[config.mk]
export PLATFORM = sky130hd
export DESIGN_NAME = frequency_threshold_purge_cache
export DESIGN_NICKNAME = d
export VERILOG_FILES = /design/src/hdl/ftpc_pkg.sv /design/src/hdl/ftpc_cell.sv /design/src/hdl/frequency_threshold_purge_cache.sv
export SDC_FILE = /design/constraint.sdc
export NUM_CORES = 2
export LEC_CHECK = 0
export BUFFER_PORTS_ARGS = -buffer_cell sky130_fd_sc_hd__buf_2
export CAP_MARGIN = 20
export CORE_UTILIZATION = 25
export CTS_BUF_LIST = sky130_fd_sc_hd__clkbuf_8
export DETAILED_ROUTE_END_ITERATION = 10
export GPL_TIMING_DRIVEN = 0
export SLEW_MARGIN = 20
export SYNTH_ARGS = -nofsm -noshare
export SYNTH_HDL_FRONTEND = slang
export SYNTH_SLANG_ARGS = --single-unit
[constraint.sdc]
create_clock -name clk -period 7.5 [get_ports clk]
set_input_delay 1.5 -clock clk [delete_from_list [all_inputs] [get_ports clk]]
set_output_delay 1.5 -clock clk [all_outputs]
set_load 0.01 [all_outputs]
[src/hdl/ftpc_pkg.sv]
// ----------------------------------------------------------------------------
// ftpc_pkg: shared types and constants of the frequency threshold purge cache
// Entry layout, cell commands and the widths used by the cell row and control.
// ----------------------------------------------------------------------------
package ftpc_pkg;

  localparam int DEPTH   = 16;
  localparam int IDX_W   = $clog2(DEPTH);
  localparam int KEY_W   = 32;
  localparam int DATA_W  = 32;
  localparam int HITS_W  = 16;
  localparam int CAP_W   = 5;
  localparam int THR_W   = 16;
  localparam int CFG_W   = 16;
  localparam int CNTD_W  = $clog2(DEPTH + 1);
  localparam int CAPX_W  = (CAP_W > CNTD_W) ? CAP_W : CNTD_W;

  localparam logic [CAP_W-1:0]  CAP_RESET  = CAP_W'(16);
  localparam logic [THR_W-1:0]  THR_RESET  = THR_W'(2);
  localparam logic [DATA_W-1:0] MISS_VALUE = '1;
  localparam logic [HITS_W-1:0] HITS_MAX   = '1;

  typedef enum logic [0:0] {
    REG_CAPACITY  = 1'b0,
    REG_THRESHOLD = 1'b1
  } reg_idx_t;

  typedef enum logic [0:0] {
    OP_LOOKUP = 1'b0,
    OP_STORE  = 1'b1
  } opcode_t;

  typedef enum logic [2:0] {
    CMD_HOLD,
    CMD_ACCESS,
    CMD_PURGE,
    CMD_COMPACT,
    CMD_SHIFT,
    CMD_INSERT
  } cell_cmd_t;

  typedef struct packed {
    logic                     valid;
    logic [KEY_W-1:0]         key;
    logic signed [DATA_W-1:0] data;
    logic [HITS_W-1:0]        hits;
  } entry_t;

  typedef struct packed {
    cell_cmd_t                cmd;
    logic                     store;
    logic [KEY_W-1:0]         key;
    logic signed [DATA_W-1:0] value;
    logic [THR_W-1:0]         threshold;
  } cell_ctl_t;

endpackage

[src/hdl/ftpc_cell.sv]
// ----------------------------------------------------------------------------
// ftpc_cell: one entry of the cache row
// Holds one entry and moves it toward the oldest end of the row on command.
// ----------------------------------------------------------------------------
module ftpc_cell
  import ftpc_pkg::*;
(
  input  logic      clk,
  input  logic      rst_n,
  input  cell_ctl_t ctl,
  input  entry_t    up_ent,      // neighbor on the newer side
  input  logic      down_valid,  // neighbor on the older side holds an entry
  input  logic      down_pull,   // older neighbor takes this cell's entry
  output entry_t    ent,
  output logic      pull,
  output logic      match
);

  logic                     valid_r, valid_nxt;
  logic [KEY_W-1:0]         key_r, key_nxt;
  logic signed [DATA_W-1:0] data_r, data_nxt;
  logic [HITS_W-1:0]        hits_r, hits_nxt;

  assign ent   = '{valid: valid_r, key: key_r, data: data_r, hits: hits_r};
  assign pull  = !valid_r && up_ent.valid;
  assign match = valid_r && (key_r == ctl.key);

  always_comb begin
    valid_nxt = valid_r;
    key_nxt   = key_r;
    data_nxt  = data_r;
    hits_nxt  = hits_r;
    case (ctl.cmd)
      CMD_ACCESS: begin
        if (match) begin
          if (hits_r != HITS_MAX) begin
            hits_nxt = hits_r + 1'b1;
          end
          if (ctl.store) begin
            data_nxt = ctl.value;
          end
        end
      end
      CMD_PURGE: begin
        if (valid_r && (hits_r < ctl.threshold)) begin
          valid_nxt = 1'b0;
        end
      end
      CMD_COMPACT: begin
        // A hole takes the entry above it; the entry that left becomes a hole.
        if (pull) begin
          valid_nxt = 1'b1;
          key_nxt   = up_ent.key;
          data_nxt  = up_ent.data;
          hits_nxt  = up_ent.hits;
        end else if (down_pull) begin
          valid_nxt = 1'b0;
        end
      end
      CMD_SHIFT: begin
        valid_nxt = up_ent.valid;
        key_nxt   = up_ent.key;
        data_nxt  = up_ent.data;
        hits_nxt  = up_ent.hits;
      end
      CMD_INSERT: begin
        if (!valid_r && down_valid) begin
          valid_nxt = 1'b1;
          key_nxt   = ctl.key;
          data_nxt  = ctl.value;
          hits_nxt  = HITS_W'(1);
        end
      end
      default: begin
      end
    endcase
  end

  always_ff @(posedge clk) begin
    if (!rst_n) begin
      valid_r <= 1'b0;
    end else begin
      valid_r <= valid_nxt;
    end
  end

  always_ff @(posedge clk) begin
    key_r  <= key_nxt;
    data_r <= data_nxt;
    hits_r <= hits_nxt;
  end

endmodule

[src/hdl/frequency_threshold_purge_cache.sv]
// ----------------------------------------------------------------------------
// frequency_threshold_purge_cache: fully associative cache with count purge
// Key/value store kept as a row of cells in insertion order, oldest first.
// ----------------------------------------------------------------------------
// Requests arrive on the in_ channel: in_tuser carries the opcode (lookup or
// store) and in_tdata the key and the store value. Each request yields one
// response on the out_ channel: out_tuser is the hit flag and out_tdata the
// value read, or all ones on a miss and on every store.
// The cfg_ channel writes the capacity in use and the keep threshold; it is
// always ready and is meant to be written only while the cache is idle.
// A lookup or a store to a present key goes from the match state straight to
// the response; an insert into a cache below capacity passes the insert state.
// An insert into a full cache first drops every entry whose count is below
// the threshold and then closes the holes by bubbling entries one cell per
// cycle; if the row is still full, evicting the oldest entry after that is
// a single shift of the whole row. One request is in flight at a time, so
// the compaction walk over the row sets the worst-case rate.
// Reset empties the cache and restores capacity 16 and threshold 2.
// When the receiver stalls, the response waits in the output register and
// the next request is accepted; it finishes up to its write of the response
// and then holds until the output register frees up.
// ----------------------------------------------------------------------------
module frequency_threshold_purge_cache
  import ftpc_pkg::*;
(
  input  logic              clk,
  input  logic              rst_n,
  // Request channel
  input  logic              in_tvalid,
  output logic              in_tready,
  input  logic [63:0]       in_tdata,   // [31:0] lookup_key, [63:32] store_value
  input  logic [0:0]        in_tuser,   // [0] opcode
  // Response channel
  output logic              out_tvalid,
  input  logic              out_tready,
  output logic [31:0]       out_tdata,  // [31:0] read_value
  output logic [0:0]        out_tuser,  // [0] hit
  // Configuration write channel
  input  logic              cfg_valid,
  output logic              cfg_ready,
  input  logic [0:0]        cfg_index,
  input  logic [CFG_W-1:0]  cfg_data
);

  typedef enum logic [1:0] {
    ST_IDLE,
    ST_MATCH,
    ST_COMPACT,
    ST_INSERT
  } state_t;

  state_t                   state_r;
  logic                     req_store_r;
  logic [KEY_W-1:0]         req_key_r;
  logic signed [DATA_W-1:0] req_value_r;
  logic                     out_valid_r;
  logic                     out_hit_r;
  logic signed [DATA_W-1:0] out_data_r;
  logic [CAP_W-1:0]         cap_r;
  logic [THR_W-1:0]         thr_r;

  cell_ctl_t                ctl;
  entry_t                   ents [DEPTH];
  entry_t                   ups  [DEPTH];
  logic [DEPTH-1:0]         pulls;
  logic [DEPTH-1:0]         match_vec;
  logic [DEPTH-1:0]         valids;

  logic                     any_hit;
  logic signed [DATA_W-1:0] hit_data;
  logic                     out_free;
  logic                     resp_done;
  logic                     full;
  logic [CAPX_W-1:0]        cap_ext;
  logic [CAPX_W-1:0]        cap_m1;

  assign in_tready  = (state_r == ST_IDLE);
  assign out_tvalid = out_valid_r;
  assign out_tdata  = out_data_r;
  assign out_tuser  = out_hit_r;
  assign cfg_ready  = 1'b1;
  assign out_free   = !out_valid_r || out_tready;

  // The response register is loaded in the cycle a request finishes.
  assign resp_done = ((state_r == ST_MATCH) && (any_hit || !req_store_r) && out_free) ||
                     ((state_r == ST_INSERT) && out_free);

  // The row is always packed from cell 0, so the cache is at capacity exactly
  // when the cell at (capacity - 1) holds an entry, capacity clamped to 1 to DEPTH.
  always_comb begin
    cap_ext = CAPX_W'(cap_r);
    if (cap_ext == '0) begin
      cap_m1 = '0;
    end else if (cap_ext > CAPX_W'(DEPTH)) begin
      cap_m1 = CAPX_W'(DEPTH - 1);
    end else begin
      cap_m1 = cap_ext - 1'b1;
    end
  end

  assign full = valids[cap_m1[IDX_W-1:0]];

  // Keys are unique among valid entries, so at most one cell matches.
  always_comb begin
    hit_data = '0;
    for (int i = 0; i < DEPTH; i++) begin
      if (match_vec[i]) begin
        hit_data = hit_data | ents[i].data;
      end
    end
  end
  assign any_hit = |match_vec;

  // Command to the cell row for the current cycle.
  always_comb begin
    ctl.cmd       = CMD_HOLD;
    ctl.store     = req_store_r;
    ctl.key       = req_key_r;
    ctl.value     = req_value_r;
    ctl.threshold = thr_r;
    case (state_r)
      ST_MATCH: begin
        if (any_hit || !req_store_r) begin
          if (out_free) begin
            ctl.cmd = CMD_ACCESS;
          end
        end else if (full) begin
          ctl.cmd = CMD_PURGE;
        end
      end
      ST_COMPACT: begin
        if (|pulls) begin
          ctl.cmd = CMD_COMPACT;
        end else if (full) begin
          ctl.cmd = CMD_SHIFT;
        end
      end
      ST_INSERT: begin
        if (out_free) begin
          ctl.cmd = CMD_INSERT;
        end
      end
      default: begin
      end
    endcase
  end

  genvar g;
  generate
    for (g = 0; g < DEPTH; g++) begin : g_cell
      if (g == DEPTH - 1) begin : g_top
        assign ups[g] = '0;
      end else begin : g_mid
        assign ups[g] = ents[g+1];
      end

      ftpc_cell u_cell (
        .clk        (clk),
        .rst_n      (rst_n),
        .ctl        (ctl),
        .up_ent     (ups[g]),
        .down_valid ((g == 0) ? 1'b1 : valids[(g == 0) ? 0 : g-1]),
        .down_pull  ((g == 0) ? 1'b0 : pulls[(g == 0) ? 0 : g-1]),
        .ent        (ents[g]),
        .pull       (pulls[g]),
        .match      (match_vec[g])
      );

      assign valids[g] = ents[g].valid;
    end
  endgenerate

  always_ff @(posedge clk) begin
    if (!rst_n) begin
      state_r     <= ST_IDLE;
      out_valid_r <= 1'b0;
      cap_r       <= CAP_RESET;
      thr_r       <= THR_RESET;
    end else begin
      if (cfg_valid && cfg_ready) begin
        case (reg_idx_t'(cfg_index))
          REG_CAPACITY:  cap_r <= cfg_data[CAP_W-1:0];
          REG_THRESHOLD: thr_r <= cfg_data[THR_W-1:0];
          default: begin
          end
        endcase
      end

      if (resp_done) begin
        out_valid_r <= 1'b1;
      end else if (out_tready) begin
        out_valid_r <= 1'b0;
      end

      case (state_r)
        ST_IDLE: begin
          if (in_tvalid) begin
            state_r <= ST_MATCH;
          end
        end
        ST_MATCH: begin
          if (any_hit || !req_store_r) begin
            if (out_free) begin
              state_r <= ST_IDLE;
            end
          end else if (full) begin
            state_r <= ST_COMPACT;
          end else begin
            state_r <= ST_INSERT;
          end
        end
        ST_COMPACT: begin
          if (!(|pulls)) begin
            state_r <= ST_INSERT;
          end
        end
        ST_INSERT: begin
          if (out_free) begin
            state_r <= ST_IDLE;
          end
        end
        default: begin
          state_r <= ST_IDLE;
        end
      endcase
    end
  end

  // Request and response payload; no reset needed.
  always_ff @(posedge clk) begin
    if (state_r == ST_IDLE && in_tvalid) begin
      req_store_r <= (opcode_t'(in_tuser[0]) == OP_STORE);
      req_key_r   <= in_tdata[31:0];
      req_value_r <= in_tdata[63:32];
    end
    if (state_r == ST_MATCH && (any_hit || !req_store_r) && out_free) begin
      out_hit_r  <= any_hit;
      out_data_r <= (any_hit && !req_store_r) ? hit_data : MISS_VALUE;
    end
    if (state_r == ST_INSERT && out_free) begin
      out_hit_r  <= 1'b0;
      out_data_r <= MISS_VALUE;
    end
  end

endmodule
== After elaboration in Yosys (flattened, before gate mapping) ==
Cells that the tools add are included.
Operators by class
  add/subtract/negate cells: 17
  reduce and logical (&&, ||, !) cells: 165
  div/mod/pow operators: 0
  multiply operators: 0
  equal/unequal tests: 136
  multiplexer cells: 303
  bitwise gates (word level): 16
  magnitude comparators: 18
  shifts and indexed selects: 0
Operator list (count)
  $mux W32: 96
  $pmux W32 S4: 15
  $pmux W32 S3: 16
  $mux W16: 63
  $pmux W16 S4: 15
  $eq A32 B32 Y1: 16
  $or A32 B32 Y32: 15
  $add A16 B1 Y16 const B: 16
  $lt A16 B16 Y1: 16
  $ne A16 B16 Y1 const B: 16
  $ne A2 B1 Y1 const B: 78
  $reduce_and A5 Y1: 30
  $reduce_and A4 Y1: 17
  $logic_and A1 B1 Y1: 67
  $mux W1: 66
  $pmux W1 S4: 16
  $pmux W32 S2: 1
  $pmux W16 S3: 1
  $reduce_and A3 Y1: 16
  $ne A3 B1 Y1 const B: 14
  $logic_not A1 Y1: 18
  $reduce_or A16 Y1: 1
  $reduce_or A15 Y1: 1
  $mux W3: 4
  22 further kinds: 41
Word-level totals
  latch bits: 0
  RAM bits: 0
  input bits: 87
  memories: 0
  ROM bits: 0
  register bits after elaboration: 1418
  word-level logic and storage cells: 728
  output and inout port bits: 36

== Logic depth before layout (Yosys ltp) ==
  word-level depth: 34
  gate-level depth with buffers: 14
  mapped depth without buffers: 11

== Cells and area by module ==
A second synthesis with hierarchy kept.
Unflattened totals
  cell total of the unflattened synthesis: 8643
  area total of the unflattened synthesis: 81000.2 µm²
By module, submodules not included
  ftpc_cell (g_cell[15].u_cell ...): instances 8, area each 4614.4 µm², sequential area each 2422.3 µm², cells an instance 495
  ftpc_cell (g_cell[0].u_cell ...): instances 6, area each 4599.4 µm², sequential area each 2422.3 µm², cells an instance 495
  frequency_threshold_purge_cache: instances 1, area each 7093.1 µm², sequential area each 3093.0 µm², cells an instance 711
  ftpc_cell (g_cell[8].u_cell): instances 1, area each 4785.8 µm², sequential area each 2422.3 µm², cells an instance 510
  ftpc_cell (g_cell[9].u_cell): instances 1, area each 4609.4 µm², sequential area each 2422.3 µm², cells an instance 492

== Least setup slack after synthesis ==
Ideal clock, no wire load.
  path type: input to register
  start: input out_tready
  end: register g_cell[15].u_cell.data_r[0] (enable)
  library setup time: 0.421 ns
  path slack: 0.372 ns
  arrival time: 6.707 ns
  stages: 9
  required time: 7.079 ns
  buffers on the path: 3
  path through: nand2b_1 -> and3_1 -> clkbuf_1 -> clkbuf_1 -> buf_1 -> nand2_1 -> o21ai_0 -> a21oi_1 -> nor2_1
Between the ends
  cells in the longest elaborated chain, start to end: 7
  elaborated cells on any way between the ends: 13
  those cells by class: 6 x eq/ne; 4 x mux; 3 x reduce/logical
Ends and longest elaborated chain
  from (decl): RTL line frequency_threshold_purge_cache.sv:35  | input logic out_tready,
  $logic_or A1 B1 Y1 *: RTL line frequency_threshold_purge_cache.sv:82  | assign out_free = !out_valid_r || out_tready;
  $mux W1: RTL line frequency_threshold_purge_cache.sv:124  | if (out_free) begin
  $mux W3: RTL line frequency_threshold_purge_cache.sv:123  | if (any_hit || !req_store_r) begin
  $pmux W3 S3 *: RTL line frequency_threshold_purge_cache.sv:121  | case (state_r)
  $eq A3 B1 Y1 or $eq A3 B3 Y1 (tied branches): RTL line ftpc_cell.sv:33  | case (ctl.cmd)
  $ne A2 B1 Y1 (no line) (tied with other cells)
  $reduce_and A4 Y1 (no line) *
  to (signal assigned): RTL line ftpc_cell.sv:89  | data_r <= data_nxt;
  to (decl): RTL line ftpc_cell.sv:21  | logic signed [DATA_W-1:0] data_r, data_nxt;
Every way passes the cells marked *; elsewhere a longest branch is shown, timed or not.
A chain may end at the register's enable or synchronous reset.

== Final worst setup path ==
  start: register req_key_r[14]
  end: register g_cell[10].u_cell.data_r[21] (enable)
Between the ends
  cells in the longest elaborated chain, start to end: 9
  elaborated cells on any way between the ends: 46
  those cells by class: 24 x eq/ne; 2 x mux; 20 x reduce/logical
Ends and longest elaborated chain
  from (decl): RTL line frequency_threshold_purge_cache.sv:54  | logic [KEY_W-1:0] req_key_r;
  from (signal assigned): RTL line frequency_threshold_purge_cache.sv:233  | req_key_r <= in_tdata[31:0];
  $eq A32 B32 Y1: RTL line ftpc_cell.sv:26  | assign match = valid_r && (key_r == ctl.key);
  $logic_and A1 B1 Y1: RTL line ftpc_cell.sv:26
  $reduce_or A16 Y1: RTL line frequency_threshold_purge_cache.sv:112  | assign any_hit = |match_vec;
  $logic_or A1 B1 Y1: RTL line frequency_threshold_purge_cache.sv:123
  $mux W3: RTL line frequency_threshold_purge_cache.sv:123
  $pmux W3 S3: RTL line frequency_threshold_purge_cache.sv:121
  $eq A3 B3 Y1 (tied with other cells): RTL line ftpc_cell.sv:33
  $ne A2 B1 Y1 (no line) (tied with other cells)
  $reduce_and A5 Y1 (no line) *
  to (signal assigned): RTL line ftpc_cell.sv:89
  to (decl): RTL line ftpc_cell.sv:21
Marked as above.

==> results by group <==
Route
  • DR iter-0 viols: 8678
  • DRT Pass-1 Iters: 7
  • DR vias/cell: 5.38
  • Remaining antenna violation count: 0
  • WL per Instance: 27.8 µm
  • Vias: 61100
  • Final wirelength: 316 mm
  • Remaining DRCs: 0

Power and ir drop
  • Sw Pwr: 0.00720 W
  • LEAKAGE: 31.9 nW
  • Register share of total power: 0.473
  • Pwr per Cell Area: 253 mW/mm²
  • Max rail drop VDD: 0.000181 V
  • Clock power share: 0.323
  • Cell internal pwr: 0.0150 W
  • Switch share: 0.324
  • Combinational power share: 0.204

Floorplanning
  • Die width: 552 µm
  • Area of the die: 0.305 mm²
  • Die Height: 552 µm
  • # rows: 201
  • I/O Pins: 123
  • Initial Util: 0.252
  • Core ar.: 0.301 mm²

CTS
  • CTS buffer count: 244
  • CTS max path bufs: 4
  • Clock tree sinks: 1418
  • CTS root buf: clkbuf_8
  • Post-CTS Hold Buffers: 0
  • Post-CTS Setup Bufs: 0
  • Resize count post-CTS: 0
  • CTS tree: built
  • CTS H-tree depth: 4
  • Skew-Pair Late Insertion Delay: 1.08 ns
  • Clk pin slew, worst setup/hold paths: 0.07 ns

Synth
  • Top_reg_cell synth: edfxtp_1
  • Register bit count reported by yosys: 1418
  • Mapped Cells: 6756
  • Cell Area, Synth: 0.0757 mm²
  • Largest cells by area after synthesis: edfxtp_1 (53%), nand2_1 (6.8%), a21o_1 (5.5%)
  • Area share of the largest cell type after synthesis: 0.534
  • Most common cell in the synthesized netlist: nand2_1
  • List of most frequent post-synthesis cells: nand2_1 (1379), edfxtp_1 (1345), a21o_1 (550), xnor2_1 (385), xor2_1 (343)
  • Post-synthesis net count: 7100
  • Syn avg cell area: 11.2 µm²
  • Largest area contributor in the netlist: edfxtp_1
  • Number of enable flip-flop cells after synthesis: 1345
  • Post-synthesis cell type count: 91
  • Yosys warning count: 0
  • Sequential-to-total area share from yosys stat: 0.553
  • Share of flip-flops with an asynchronous set or reset: 0

Final layout
  • Layout Area Growth over Synthesis: 16.0%
  • Layout Nets: 7546
  • Fraction of layout cells with a size suffix above 1: 0.109
  • Footprint of the multi-input gates: 0.0318 mm²
  • Fill cells: 30800
  • Register area: 0.0419 mm²

Critical path
  • Most frequent CP cell: buf_2
  • Crit-path leading delay family: simple AND/OR/NAND/NOR gates
  • Worst setup path class: register to register
  • Crit path largest cell delay: 0.69 ns
  • CP Data Arrival Time: 6.80 ns
  • WP buf/inv: 6
  • Worst reg2reg setup slack: 1.46 ns
  • Critical path fanouts, max: 12
  • CP startpoint kind: register
  • Worst EP required: 8.26 ns
  • CP Cell Sequence: buf_2, buf_4, xnor2_1, nand2_1, a2111oi_0, nand3_1, nand4_1, nor4_4, a21o_1, buf_2, buf_2, o21ai_0, nor2_4, buf_16, buf_16
  • Slowest cell on the critical path: nor2_4
  • Setup crit end kind: register

Place
  • Final Wtd Congestion: 0.993
  • Count of input and output buffers: 121
  • Dpl hpwl: 227 mm

Timing
  • Pins Over Slew Limit: 0
  • Sum Neg Setup Slack: 0 ns
  • Clock Skew: 0.133 ns
  • Relative slew slack: 0.124
  • Worst hold margin: 0.455 ns
  • Final period util: 0.805
  • Endpoints failing setup: 0
  • Slew @ Worst Pin: 1.31 ns
  • Final hold violation count: 0
  • Highest Clock Rate: 166 MHz
  • Min Clock Period, post-route: 6.04 ns
  • RSZ-0062 raised after global routing: false

Job
  • Max Cap Violations: 0

Global route
  • Total global-route track usage: 0.198
  • Initial antenna violation count: 10
  • Largest net degree at the start of global routing: 39
  • Gr ovfl total: 0
  • Vias in the first global route: 59200
  • First-pass GRT wire length: 440 mm

Status
  • Outcome: completed

Min path
  • Hold Crit Class: register to register
[layout make-up]
type	count	area share
Sequential cell	1418	0.477
Multi-Input combinational cell	4829	0.362
Tap cell	3958	0.0564
Clock buffer	259	0.0406
Buffer	464	0.0262
Timing Repair Buffer	200	0.0229
Clock inverter	188	0.0132
Inverter	45	0.00192
Antenna cell	6	0.000171
[through the flow]
stage / total power, W / cells / instance area, µm² / worst slack, ns / util
floorplan: 0.0131 / 6756 / 75700 / 0.372 / -
global placement: 0.0148 / 10800 / 81300 / -7.05 / 0.270
detailed placement: 0.0150 / 10900 / 83000 / 1.41 / 0.276
CTS: 0.0221 / 11400 / 87700 / 1.44 / 0.292
global route: 0.0229 / 11400 / 87800 / 1.54 / 0.292
finish: 0.0222 / 11400 / 87800 / 1.46 / 0.292
[layer usage]
layer  global-route usage  routed length [µm]
met1                0.257              124000
met2                0.307              139000
met3               0.0479               35800
met4                0.100               18000
met5                    0                  12
[path summary, 6_finish.rpt]
check           startpoint                      endpoint  cells past startpoint
min reg2reg       thr_r[3]                      thr_r[3]                      2
min               thr_r[3]                      thr_r[3]                      2
max          req_key_r[14]  g_cell[10].u_cell.data_r[21]                     15
max reg2reg  req_key_r[14]  g_cell[10].u_cell.data_r[21]                     15
[registers in the layout, indices dropped and copies added (netlist names), 5 cells and up]
register               flops
g_cell.u_cell.valid_r     16
g_cell.u_cell.hits_r     256
req_value_r               32
g_cell.u_cell.data_r     512
req_key_r                 32
cap_ext                    5
g_cell.u_cell.key_r      512
out_tdata                 32
thr_r                     16
[cells by family (layout without fill, tap and decap cells)]
logic type | after synthesis | after routing | synth area share
multiplexers | 8 | 8 | 0.00107
AND/OR/NAND/NOR | 2412 | 2412 | 0.148
buffers and inverters | 509 | 1156 | 0.0323
AO/OA/AOI/OAI | 1417 | 1417 | 0.137
flip-flops | 1418 | 1418 | 0.553
adder cells (fa/ha/maj) | 257 | 257 | 0.0425
XOR/XNOR | 734 | 734 | 0.0855
other | 1 | 7 | 0.0000495
[power groups by stage]
stage                     logic (W)  registers, W  clock network (W)
after floorplan             0.00267        0.0104                  0
after global placement      0.00406        0.0107                  0
after detailed placement    0.00436        0.0106                  0
after CTS                   0.00439        0.0105            0.00721
after global routing        0.00477        0.0106            0.00752
final                       0.00452        0.0105            0.00717
[tightest hold or removal path, delay by kind of cell, from the launching register on]
family / cells / cell delay [ns]
compound gates: 1 / 0.05
flops: 1 / 0.30
simple gates: 1 / 0.05
[cell usage in the layout (no fill, tap or decap), types with 23 or more instances in the layout]
master     count
nand2b_1      39
a221oi_1      84
nor4_1       130
nand3_1      176
and3_1        84
a22oi_1       96
buf_4         48
a21oi_1      120
nor2b_1       30
a22o_1        82
buf_6         63
inv_1        119
clkbuf_1     280
nor2_1       147
a21o_1       550
a2bb2oi_1     23
xor2_1       343
buf_2        181
clkinv_2      35
ha_1         257
and2_1        60
clkinv_1      46
nor3_1        46
xnor2_1      385
o21ai_0      119
clkbuf_8     259
o31ai_1      209
edfxtp_1    1345
nand2_1     1379
dfxtp_1       73
nand4_1      158
nand2_2       29
No activity file was read; power rests on OpenSTA's default activity.
